==> config.mk <==
export PLATFORM = sky130hd
export DESIGN_NAME = xor_linear_basis_engine
export DESIGN_NICKNAME = d
export VERILOG_FILES = /design/src/sv/xlb_pkg.sv /design/src/sv/xlb_slot_ram.sv /design/src/sv/xlb_walk.sv /design/src/sv/xor_linear_basis_engine.sv
export SDC_FILE = /design/constraint.sdc
export NUM_CORES = 2
export LEC_CHECK = 0
export ABC_AREA = 1
export BUFFER_PORTS_ARGS = -buffer_cell sky130_fd_sc_hd__buf_4
export CAP_MARGIN = 20
export CORE_ASPECT_RATIO = 1.25
export CORE_UTILIZATION = 67
export DETAILED_ROUTE_END_ITERATION = 6
export PLACE_DENSITY = 0.82
export SETUP_SLACK_MARGIN = 0.15
export SYNTH_ARGS = -nofsm -noshare
export SYNTH_HDL_FRONTEND = slang
export SYNTH_HIERARCHICAL = 1
export SYNTH_SLANG_ARGS = --single-unit
==> constraint.sdc <==
create_clock -name aclk -period 8.1 [get_ports aclk]
set_input_delay 1.62 -clock aclk [delete_from_list [all_inputs] [get_ports aclk]]
set_output_delay 1.62 -clock aclk [all_outputs]
set_load 0.02 [all_outputs]
==> src/sv/xlb_pkg.sv <==
`timescale 1ns / 1ps
`default_nettype none

package xlb_pkg;

    localparam int WIDTH    = 32;
    localparam int IDX_W    = $clog2(WIDTH);
    localparam int CMD_W    = 2;
    localparam int VALUE_W  = 32;
    localparam int ORDER_W  = 33;
    localparam int ANSWER_W = 32;
    localparam int RANK_W   = 6;

    typedef logic [WIDTH-1:0]  word_t;
    typedef logic [IDX_W-1:0]  idx_t;
    typedef logic [RANK_W-1:0] rank_t;

    typedef enum logic [CMD_W-1:0] {
        CMD_INSERT = 2'd0,
        CMD_MEMBER = 2'd1,
        CMD_MAXXOR = 2'd2,
        CMD_KTH    = 2'd3
    } cmd_t;

    typedef struct packed {
        cmd_t                 cmd;
        logic [VALUE_W-1:0]   value;
        logic [ORDER_W-1:0]   order;
    } req_t;

    typedef struct packed {
        logic [ANSWER_W-1:0]  answer;
        logic                 flag;
        logic [RANK_W-1:0]    rank_now;
    } rsp_t;

    typedef enum logic [1:0] {
        ST_IDLE = 2'd0,
        ST_WALK = 2'd1,
        ST_DONE = 2'd2
    } walk_state_t;

    typedef struct packed {
        logic busy;
        logic done;
    } walk_stat_t;

endpackage

`default_nettype wire

==> src/sv/xlb_slot_ram.sv <==
`timescale 1ns / 1ps
`default_nettype none

module xlb_slot_ram #(
    parameter int DATA_W = 32,
    parameter int DEPTH  = 32,
    parameter int ADDR_W = $clog2(DEPTH)
) (
    input  wire logic              aclk,
    input  wire logic              wr_en,
    input  wire logic [ADDR_W-1:0] wr_addr,
    input  wire logic [DATA_W-1:0] wr_data,
    input  wire logic              rd_en,
    input  wire logic [ADDR_W-1:0] rd_addr,
    output logic      [DATA_W-1:0] rd_data
);

    logic [DATA_W-1:0] mem [DEPTH];

    always_ff @(posedge aclk) begin
        if (wr_en) begin
            mem[wr_addr] <= wr_data;
        end
    end

    always_ff @(posedge aclk) begin
        if (rd_en) begin
            rd_data <= mem[rd_addr];
        end
    end

endmodule

`default_nettype wire

==> src/sv/xlb_walk.sv <==
`timescale 1ns / 1ps
`default_nettype none

module xlb_walk (
    input  wire logic               aclk,
    input  wire logic               aresetn,
    input  wire logic               req_valid,
    output logic                    req_ready,
    input  wire xlb_pkg::req_t      req,
    output logic                    rsp_valid,
    input  wire logic               rsp_ready,
    output xlb_pkg::rsp_t           rsp,
    output xlb_pkg::walk_stat_t     stat
);

    import xlb_pkg::*;

    walk_state_t            state_reg, state_next;
    idx_t                   idx_reg, idx_next;
    cmd_t                   cmd_reg, cmd_next;
    word_t                  x_reg, x_next;
    word_t                  acc_reg, acc_next;
    logic [ORDER_W-1:0]     k_reg, k_next;
    rank_t                  left_reg, left_next;
    rank_t                  rank_reg, rank_next;
    logic                   flag_reg, flag_next;
    logic [WIDTH-1:0]       slot_vld_reg, slot_vld_next;
    logic                   rd_vld_reg;

    logic                   rd_en;
    idx_t                   rd_addr;
    word_t                  rd_data;
    logic                   wr_en;

    xlb_slot_ram #(
        .DATA_W (WIDTH),
        .DEPTH  (WIDTH)
    ) u_slot_ram (
        .aclk    (aclk),
        .wr_en   (wr_en),
        .wr_addr (idx_reg),
        .wr_data (x_reg),
        .rd_en   (rd_en),
        .rd_addr (rd_addr),
        .rd_data (rd_data)
    );

    always_comb begin
        word_t              slot;
        word_t              y;
        word_t              a;
        rank_t              left_dec;
        logic [ORDER_W-1:0] half;
        logic               finish;

        // slots never written read as empty
        slot          = rd_vld_reg ? rd_data : '0;
        y             = x_reg ^ slot;
        a             = acc_reg;
        left_dec      = left_reg;
        half          = '0;
        finish        = 1'b0;

        state_next    = state_reg;
        idx_next      = idx_reg;
        cmd_next      = cmd_reg;
        x_next        = x_reg;
        acc_next      = acc_reg;
        k_next        = k_reg;
        left_next     = left_reg;
        rank_next     = rank_reg;
        flag_next     = flag_reg;
        slot_vld_next = slot_vld_reg;
        rd_en         = 1'b0;
        rd_addr       = idx_reg - idx_t'(1);
        wr_en         = 1'b0;
        req_ready     = 1'b0;
        rsp_valid     = 1'b0;

        unique case (state_reg)
            ST_IDLE: begin
                req_ready = 1'b1;
                if (req_valid) begin
                    cmd_next   = req.cmd;
                    x_next     = WIDTH'(req.value);
                    k_next     = req.order;
                    acc_next   = '0;
                    left_next  = rank_reg;
                    flag_next  = 1'b0;
                    idx_next   = idx_t'(WIDTH - 1);
                    rd_en      = 1'b1;
                    rd_addr    = idx_t'(WIDTH - 1);
                    state_next = ST_WALK;
                end
            end
            ST_WALK: begin
                // prefetch the next lower slot while this one is processed
                rd_en = (idx_reg != '0);
                unique case (cmd_reg)
                    CMD_INSERT: begin
                        if (x_reg[idx_reg]) begin
                            if (slot == '0) begin
                                wr_en                  = 1'b1;
                                slot_vld_next[idx_reg] = 1'b1;
                                flag_next              = 1'b1;
                                rank_next              = rank_reg + rank_t'(1);
                                finish                 = 1'b1;
                            end else begin
                                x_next = y;
                            end
                        end
                    end
                    CMD_MEMBER: begin
                        if (y < x_reg) begin
                            x_next = y;
                        end
                    end
                    CMD_MAXXOR: begin
                        if (y > x_reg) begin
                            x_next = y;
                        end
                    end
                    CMD_KTH: begin
                        if (slot != '0) begin
                            if (left_reg != '0) begin
                                left_dec = left_reg - rank_t'(1);
                            end
                            left_next = left_dec;
                            if (acc_reg[idx_reg]) begin
                                a = acc_reg ^ slot;
                            end
                            half = ORDER_W'(1) << left_dec;
                            if (half >= k_reg) begin
                                acc_next = a;
                            end else begin
                                acc_next = a ^ slot;
                                k_next   = k_reg - half;
                            end
                        end
                    end
                    default: begin
                    end
                endcase
                if (finish || idx_reg == '0) begin
                    state_next = ST_DONE;
                end else begin
                    idx_next = idx_reg - idx_t'(1);
                end
            end
            ST_DONE: begin
                rsp_valid = 1'b1;
                if (rsp_ready) begin
                    state_next = ST_IDLE;
                end
            end
            default: begin
                state_next = ST_IDLE;
            end
        endcase
    end

    always_comb begin
        rsp.rank_now = rank_reg;
        rsp.answer   = '0;
        rsp.flag     = flag_reg;
        unique case (cmd_reg)
            CMD_INSERT: rsp.flag = flag_reg;
            CMD_MEMBER: rsp.flag = (x_reg == '0);
            CMD_MAXXOR: begin
                rsp.answer = ANSWER_W'(x_reg);
                rsp.flag   = 1'b0;
            end
            CMD_KTH: begin
                rsp.answer = ANSWER_W'(acc_reg);
                rsp.flag   = 1'b0;
            end
            default: rsp.flag = 1'b0;
        endcase
    end

    assign stat.busy = (state_reg != ST_IDLE);
    assign stat.done = (state_reg == ST_DONE);

    always_ff @(posedge aclk) begin
        if (!aresetn) begin
            state_reg    <= ST_IDLE;
            rank_reg     <= '0;
            slot_vld_reg <= '0;
            rd_vld_reg   <= 1'b0;
        end else begin
            state_reg    <= state_next;
            rank_reg     <= rank_next;
            slot_vld_reg <= slot_vld_next;
            if (rd_en) begin
                rd_vld_reg <= slot_vld_reg[rd_addr];
            end
        end
    end

    always_ff @(posedge aclk) begin
        idx_reg  <= idx_next;
        cmd_reg  <= cmd_next;
        x_reg    <= x_next;
        acc_reg  <= acc_next;
        k_reg    <= k_next;
        left_reg <= left_next;
        flag_reg <= flag_next;
    end

endmodule

`default_nettype wire

==> src/sv/xor_linear_basis_engine.sv <==
`timescale 1ns / 1ps
`default_nettype none

// GF(2) linear basis of 32-bit words, one slot per leading bit, held in a
// 32-entry single-port-read slot memory. Each request (insert, membership
// test, maximum xor, kth smallest) walks the slots from the top bit down,
// one slot per cycle, with the next slot read ahead of the current one.
// The first read goes out in the accepting cycle, then come the 32 slot steps
// and the hand-off into the output register. An insert stops at the slot it
// fills and is done sooner. One request is worked on at a time; the next is
// taken in the cycle after the hand-off, and a result held back by m_ready
// stalls the input for as long as it is held.
module xor_linear_basis_engine (
    input  wire logic           aclk,
    input  wire logic           aresetn,
    input  wire logic           s_valid,
    output logic                s_ready,
    input  wire xlb_pkg::req_t  s_req,
    output logic                m_valid,
    input  wire logic           m_ready,
    output xlb_pkg::rsp_t       m_rsp
);

    import xlb_pkg::*;

    logic        walk_rsp_valid;
    logic        walk_rsp_ready;
    rsp_t        walk_rsp;
    walk_stat_t  walk_stat;
    logic        m_valid_reg;
    rsp_t        m_rsp_reg;

    xlb_walk u_walk (
        .aclk      (aclk),
        .aresetn   (aresetn),
        .req_valid (s_valid),
        .req_ready (s_ready),
        .req       (s_req),
        .rsp_valid (walk_rsp_valid),
        .rsp_ready (walk_rsp_ready),
        .rsp       (walk_rsp),
        .stat      (walk_stat)
    );

    assign walk_rsp_ready = !m_valid_reg || m_ready;

    always_ff @(posedge aclk) begin
        if (!aresetn) begin
            m_valid_reg <= 1'b0;
        end else if (walk_rsp_ready) begin
            m_valid_reg <= walk_rsp_valid;
        end
    end

    always_ff @(posedge aclk) begin
        if (walk_rsp_ready && walk_rsp_valid) begin
            m_rsp_reg <= walk_rsp;
        end
    end

    assign m_valid = m_valid_reg;
    assign m_rsp   = m_rsp_reg;

`ifndef SYNTHESIS
    a_no_accept_while_done: assert property (@(posedge aclk) disable iff (!aresetn)
        walk_stat.done |-> !s_ready)
        else $error("request accepted while a result is pending");

    a_busy_after_accept: assert property (@(posedge aclk) disable iff (!aresetn)
        s_valid && s_ready |=> walk_stat.busy)
        else $error("walker not busy after request");

    a_flag_answer_excl: assert property (@(posedge aclk) disable iff (!aresetn)
        m_valid && m_rsp.flag |-> m_rsp.answer == '0)
        else $error("flag set together with nonzero answer");

    a_rank_bound: assert property (@(posedge aclk) disable iff (!aresetn)
        m_valid |-> m_rsp.rank_now <= RANK_W'(WIDTH))
        else $error("rank exceeds word width");
`endif

endmodule

`default_nettype wire

-- After elaboration in Yosys (flattened, before gate mapping)
Memories as Yosys holds them, arrays and structs flattened. A register that Yosys moved wholly into a read port is not among the register bits.
Cells that the tools add are included.
- logic and storage cells: 139
- flip-flop bits (word level): 192
- memories: 1
- ROM bits: 0
- latch bits: 0
- output and inout bits: 41
- bits in writable memories: 1024
- input bits: 71
- memories (name ; words ; width ; rd ports ; clocked after Yosys merged registers in ; wr ports ; line ; source):
    u_walk.u_slot_ram.mem ; 32 ; 32 ; 1 ; 1 ; 1 ; xlb_slot_ram.sv:18 ; logic [DATA_W-1:0] mem [DEPTH];
- shifts and indexed selects: 1
- add/sub/neg operators: 4
- bitwise gates (word level): 4
- muxes and demuxes: 65
- magnitude comparators: 6
- equal/unequal tests: 20
- divide/modulo/power cells: 0
- multiply operators: 0
- reduce and logical (&&, ||, !) cells: 23
- operator list (kind ; number):
    $mux 32 ; 14
    $pmux 32 s2 ; 3
    $mux 33 ; 4
    $pmux 32 s3 ; 1
    $xor 32x32->32 ; 3
    $pmux 33 s2 ; 1
    $logic_not 32->1 ; 2
    $mux 6 ; 7
    $ge 33x33->1 ; 1
    $shl 1x6->33 const A ; 1
    $sub 33x33->33 ; 1
    $gt 32x32->1 ; 1
    $lt 32x32->1 ; 1
    $or 32x32->32 ; 1
    $reduce_bool 32->1 ; 1
    $mux 5 ; 4
    $mux 1 ; 18
    $bmux 1 s5 ; 3
    $lt 5x6->1 const B ; 2
    $ne 2x1->1 const B ; 6
    $pmux 6 s2 ; 1
    $pmux 5 s2 ; 1
    $reduce_and 5->1 ; 2
    $ne 3x2->1 const B ; 3
    other kinds (27) ; 41

-- Depth between registers and ports, before layout
- depth after elaboration: 11
- mapped depth: 25

-- Cells and area by module
Netlist, hierarchy kept.
- by module, submodules not included (module ; area an instance (um^2) ; instances ; cells an instance):
    xlb_slot_ram ; 42726.0 ; 1 ; 3536
    xlb_walk ; 12630.9 ; 1 ; 1878
    xor_linear_basis_engine ; 1222.4 ; 1 ; 46

-- Least setup slack after synthesis
OpenSTA, ideal clock, no wires.
- path type: reg2reg
- from: register u_walk.left_reg[0]
- to: register u_walk.k_reg[0], enable pin
- cell stages (with the launch flop): 20
- buffers on the path: 2
- data arrival time: 4864 ps
- required time: 7666 ps
- path slack: 2802 ps
- cell sequence: edfxtp_1 inv_1 ha_1 nand4_1 inv_1 nor3_1 inv_1 nor2_1 clkbuf_1 nand2_1 ha_1 nand2_1 nor3_1 nand2_1 nor3_1 nand2_1 nand2_1 nand2_1 clkbuf_1 a21oi_1
- word-level cells in the longest chain between the ends: 9
- elaborated cells on any way between the ends: 10
- RTL lines (item ; line ; source):
    from (decl) ; xlb_walk.sv:24 ; rank_t left_reg, left_next;
    from (signal assigned) ; xlb_walk.sv:206 ; left_reg <= left_next;
    $sub 6x1->6 or $reduce_bool 6->1 (tied branches) ; xlb_walk.sv:126, xlb_walk.sv:125 ;
    $mux 6 (*) ; xlb_walk.sv:125 ; if (left_reg != '0) begin
    $mux 6 (*) ; xlb_walk.sv:124 ; if (slot != '0) begin
    $mux 6 (*) ; xlb_walk.sv:99 ; unique case (cmd_reg)
    $mux 6 (*) ; xlb_walk.sv:80 ; unique case (state_reg)
    $shl 1x6->33 (*) ; xlb_walk.sv:132 ; half = ORDER_W'(1) << left_dec;
    $ge 33x33->1 (*) ; xlb_walk.sv:133 ; if (half >= k_reg) begin
    $ne 2x2->1 (no line) (*) ; -- ;
    $reduce_and 5->1 (no line) (*) ; -- ;
    to (signal assigned) ; xlb_walk.sv:205 ; k_reg <= k_next;
    to (decl) ; xlb_walk.sv:23 ; logic [ORDER_W-1:0] k_reg, k_next;
Mark *: on every way between the ends. The rest lies on a longest branch, timed or not. The select of a mux whose other input is x is not followed.
A chain may end at the register's enable or synchronous reset.

-- Final worst setup path
- from: register u_walk.x_reg[10]
- to: memory u_walk.u_slot_ram.mem[21][14], enable pin
- word-level cells in the longest chain between the ends: 7
- RTL lines (item ; line ; source):
    from (decl) ; xlb_walk.sv:21 ; word_t x_reg, x_next;
    from (signal assigned) ; xlb_walk.sv:203 ; x_reg <= x_next;
    $bmux 1 s5 ; xlb_walk.sv:101 ; if (x_reg[idx_reg]) begin
    $mux 1 (implied by the code) ; xlb_walk.sv:101 ;
    $mux 1 ; xlb_walk.sv:101 ;
    $mux 1 ; xlb_walk.sv:99 ;
    $mux 1 ; xlb_walk.sv:80 ;
    $mux 1 ; xlb_slot_ram.sv:21 ; if (wr_en) begin
    $mux 1 (implied by the code) ; xlb_slot_ram.sv:22 ; mem[wr_addr] <= wr_data;
    to (decl) ; xlb_slot_ram.sv:18 ;
No other way between the ends. The select of a mux whose other input is x is not followed.

==> flow_summary.yaml <==
status:
  outcome: "finished, violations left"
  violations: "design-rule violations"
cts:
  cts_made_buffers: 112
  cts_resized: 0
  clkLatencyLatePin_ns: 0.72
  cts_hold_buf: 0
  cts_buffer_depth: 3
  cts-root-buf: "clkbuf_16"
  cts_tree: "yes"
  cts_max_level: 3
  postCtsSetupBuffers: 0
  cts.clk_slew.worst_paths_ns: 0.07
  cts_sinks: 1248
finish:
  final_nets: 5629
  largest_reg_flops: 1024
  fillCellCount: 5330
  final_cell_mix: "nand2_1 (1997), edfxtp_1 (1206), nand3_1 (934), inv_1 (224), buf_4 (181)"
  final_util_pct: 74.3
  final_cells: 6672
  syn_to_final_growth_pct: 9.34
  layout_commonest_cell: "nand2_1"
  multi_input_area_um2: 17000
  seq_area_um2: 37100
  drive_gt1_share_pct: 8.28
setup_path:
  r2r_cells: 13
  path_depth: 13
  cp_top_family: "simple AND/OR/NAND/NOR gates"
  path_class: "reg2reg"
  cpMaxStageDelayCell: "edfxtp_1"
  critPathLaunchType: "register"
  crit_path_end_kind: "register"
  cp_cell_sequence: "inv_1, o21ai_0, o21ai_0, nand2_1, nand2_1, nor2_1, nand2_1, nor2_4, nand2_4, inv_4, nand3_1, nor2_4, buf_4"
  cp.arrival_ns: 5.88
  cp_data_required_time_ns: 8.46
  crit_buf_inv: 3
  crit_path_max_incr_delay_ns: 1.13
  cp_common_cell: "nand2_1"
  crit_fanout: 43
detailed_routing:
  wire_per_inst_um: 24.7
  top_layer_used: "met5"
  routed_wl_um: 165000
  dr_wl_met2_um: 76400
  wl_met1_um: 54600
  route.met3.wl_um: 20300
  vias: 42600
  drt_iter0_markers: 6575
  remaining_drc_errors: 5
  drtAntennaViolNets: 0
  dr.pass1.iters: 7
  viasPerCell: 6.39
place:
  dp_hpwl_um: 94300
  dp.cells: 6443
  gp_congestion: 1.03
  io_buffers: 111
yosys:
  ys_warn_count: 6
  syn_inst: 5459
  synth_area_um2: 56600
  synth_nets: 5593
  avgSynthCellArea_um2: 10.4
floorplan:
  io_pins: 112
  die-area_um2: 85600
  start_util_pct: 67.9
  num_rows: 118
  die_y_um: 327
  core-area_um2: 83300
  die_w_um: 262
sta:
  clock.fmax_ghz: 0.181
  fin_setup_tns_ns: 0
  slew_violations: 0
  fin_crit_ns: 5.51
  fin_skew_ns: 0.0454
  hold_slack_ns: 0.452
  setup_viol: 0
  hold_viol: 0
  rsz0062_at_grt: "false"
  relSlewSlack_pct: 20.4
  tightestPinTransition_ns: 1.19
  fin_crit_sh_pct: 68.1
global_route:
  grt_usage_pct: 38.1
  overflow: 0
  grt_pass1_vias: 40700
  grt_max_degree: 194
  antenna_found_initial: 1
  grt_pass1_wl_um: 240000
power_and_ir_drop:
  comb_power_share_pct: 16.5
  p_per_area_nw_per_um2: 249
  vdd_drop_max_mv: 0.250
  power_frac_clock_pct: 33.8
  p_switching_uw: 4350
  pwr-share-seq_pct: 49.7
  netSwitchingFraction_pct: 28.3
  internal_power_uw: 11000
  p_leak_uw: 0.0239
hold_path:
  hold_path.class: "reg2reg"
  hold_depth: 2
flow_run:
  drv_cap: 0
worst reg2reg max path, delay by kind of cell, from the launching register on:
family / cells / cell delay (ns)
AND/OR/NAND/NOR: 8 / 2.37
buffers and inverters: 3 / 1.27
flip-flops: 1 / 1.13
AO/OA/AOI/OAI: 2 / 0.37
worst paths after layout:
check | start | end | slack [ns]
min reg2reg | u_walk/slot_vld_reg[24] | u_walk/slot_vld_reg[24] | 0.45
min | u_walk/slot_vld_reg[24] | u_walk/slot_vld_reg[24] | 0.45
max | u_walk/x_reg[10] | u_walk/u_slot_ram/mem[21][14] | 2.59
max reg2reg | u_walk/x_reg[10] | u_walk/u_slot_ram/mem[21][14] | 2.59
cell type report:
type,count,share of cell area (%)
Antenna cell,1,0.00405
Clock buffer,152,4.84
Tap cell,1080,2.18
Timing Repair Buffer,206,3.13
Clock inverter,58,0.914
Sequential cell,1248,59.9
Multi-Input combinational cell,3676,27.4
Inverter,251,1.59
through the flow:
step / worst slack (ns) / total power [µW] / instance area, µm²
3_3_place_gp: 2.79 / 10100 / 57800
2_1_floorplan: 2.80 / 9420 / 56600
4_1_cts: 2.61 / 15200 / 61400
5_1_grt: 2.45 / 15800 / 61900
3_5_place_dp: 2.64 / 10100 / 57900
6_report: 2.59 / 15400 / 61900
per-layer routing:
metal	up-vias	global-route usage (%)
met5	-	0
met4	2	27.5
met3	724	7.34
met2	3247	60.0
met1	19800	47.2
li1	18800	-
power groups by stage:
stage | Combinational, µW | Clock [µW] | Sequential (µW)
6_report | 2540 | 5190 | 7650
3_5_place_dp | 2250 | 0 | 7870
4_1_cts | 2270 | 5190 | 7740
5_1_grt | 2740 | 5440 | 7650
2_1_floorplan | 1610 | 0 | 7800
3_3_place_gp | 2190 | 0 | 7870
No activity file was read; power rests on OpenSTA's default activity.
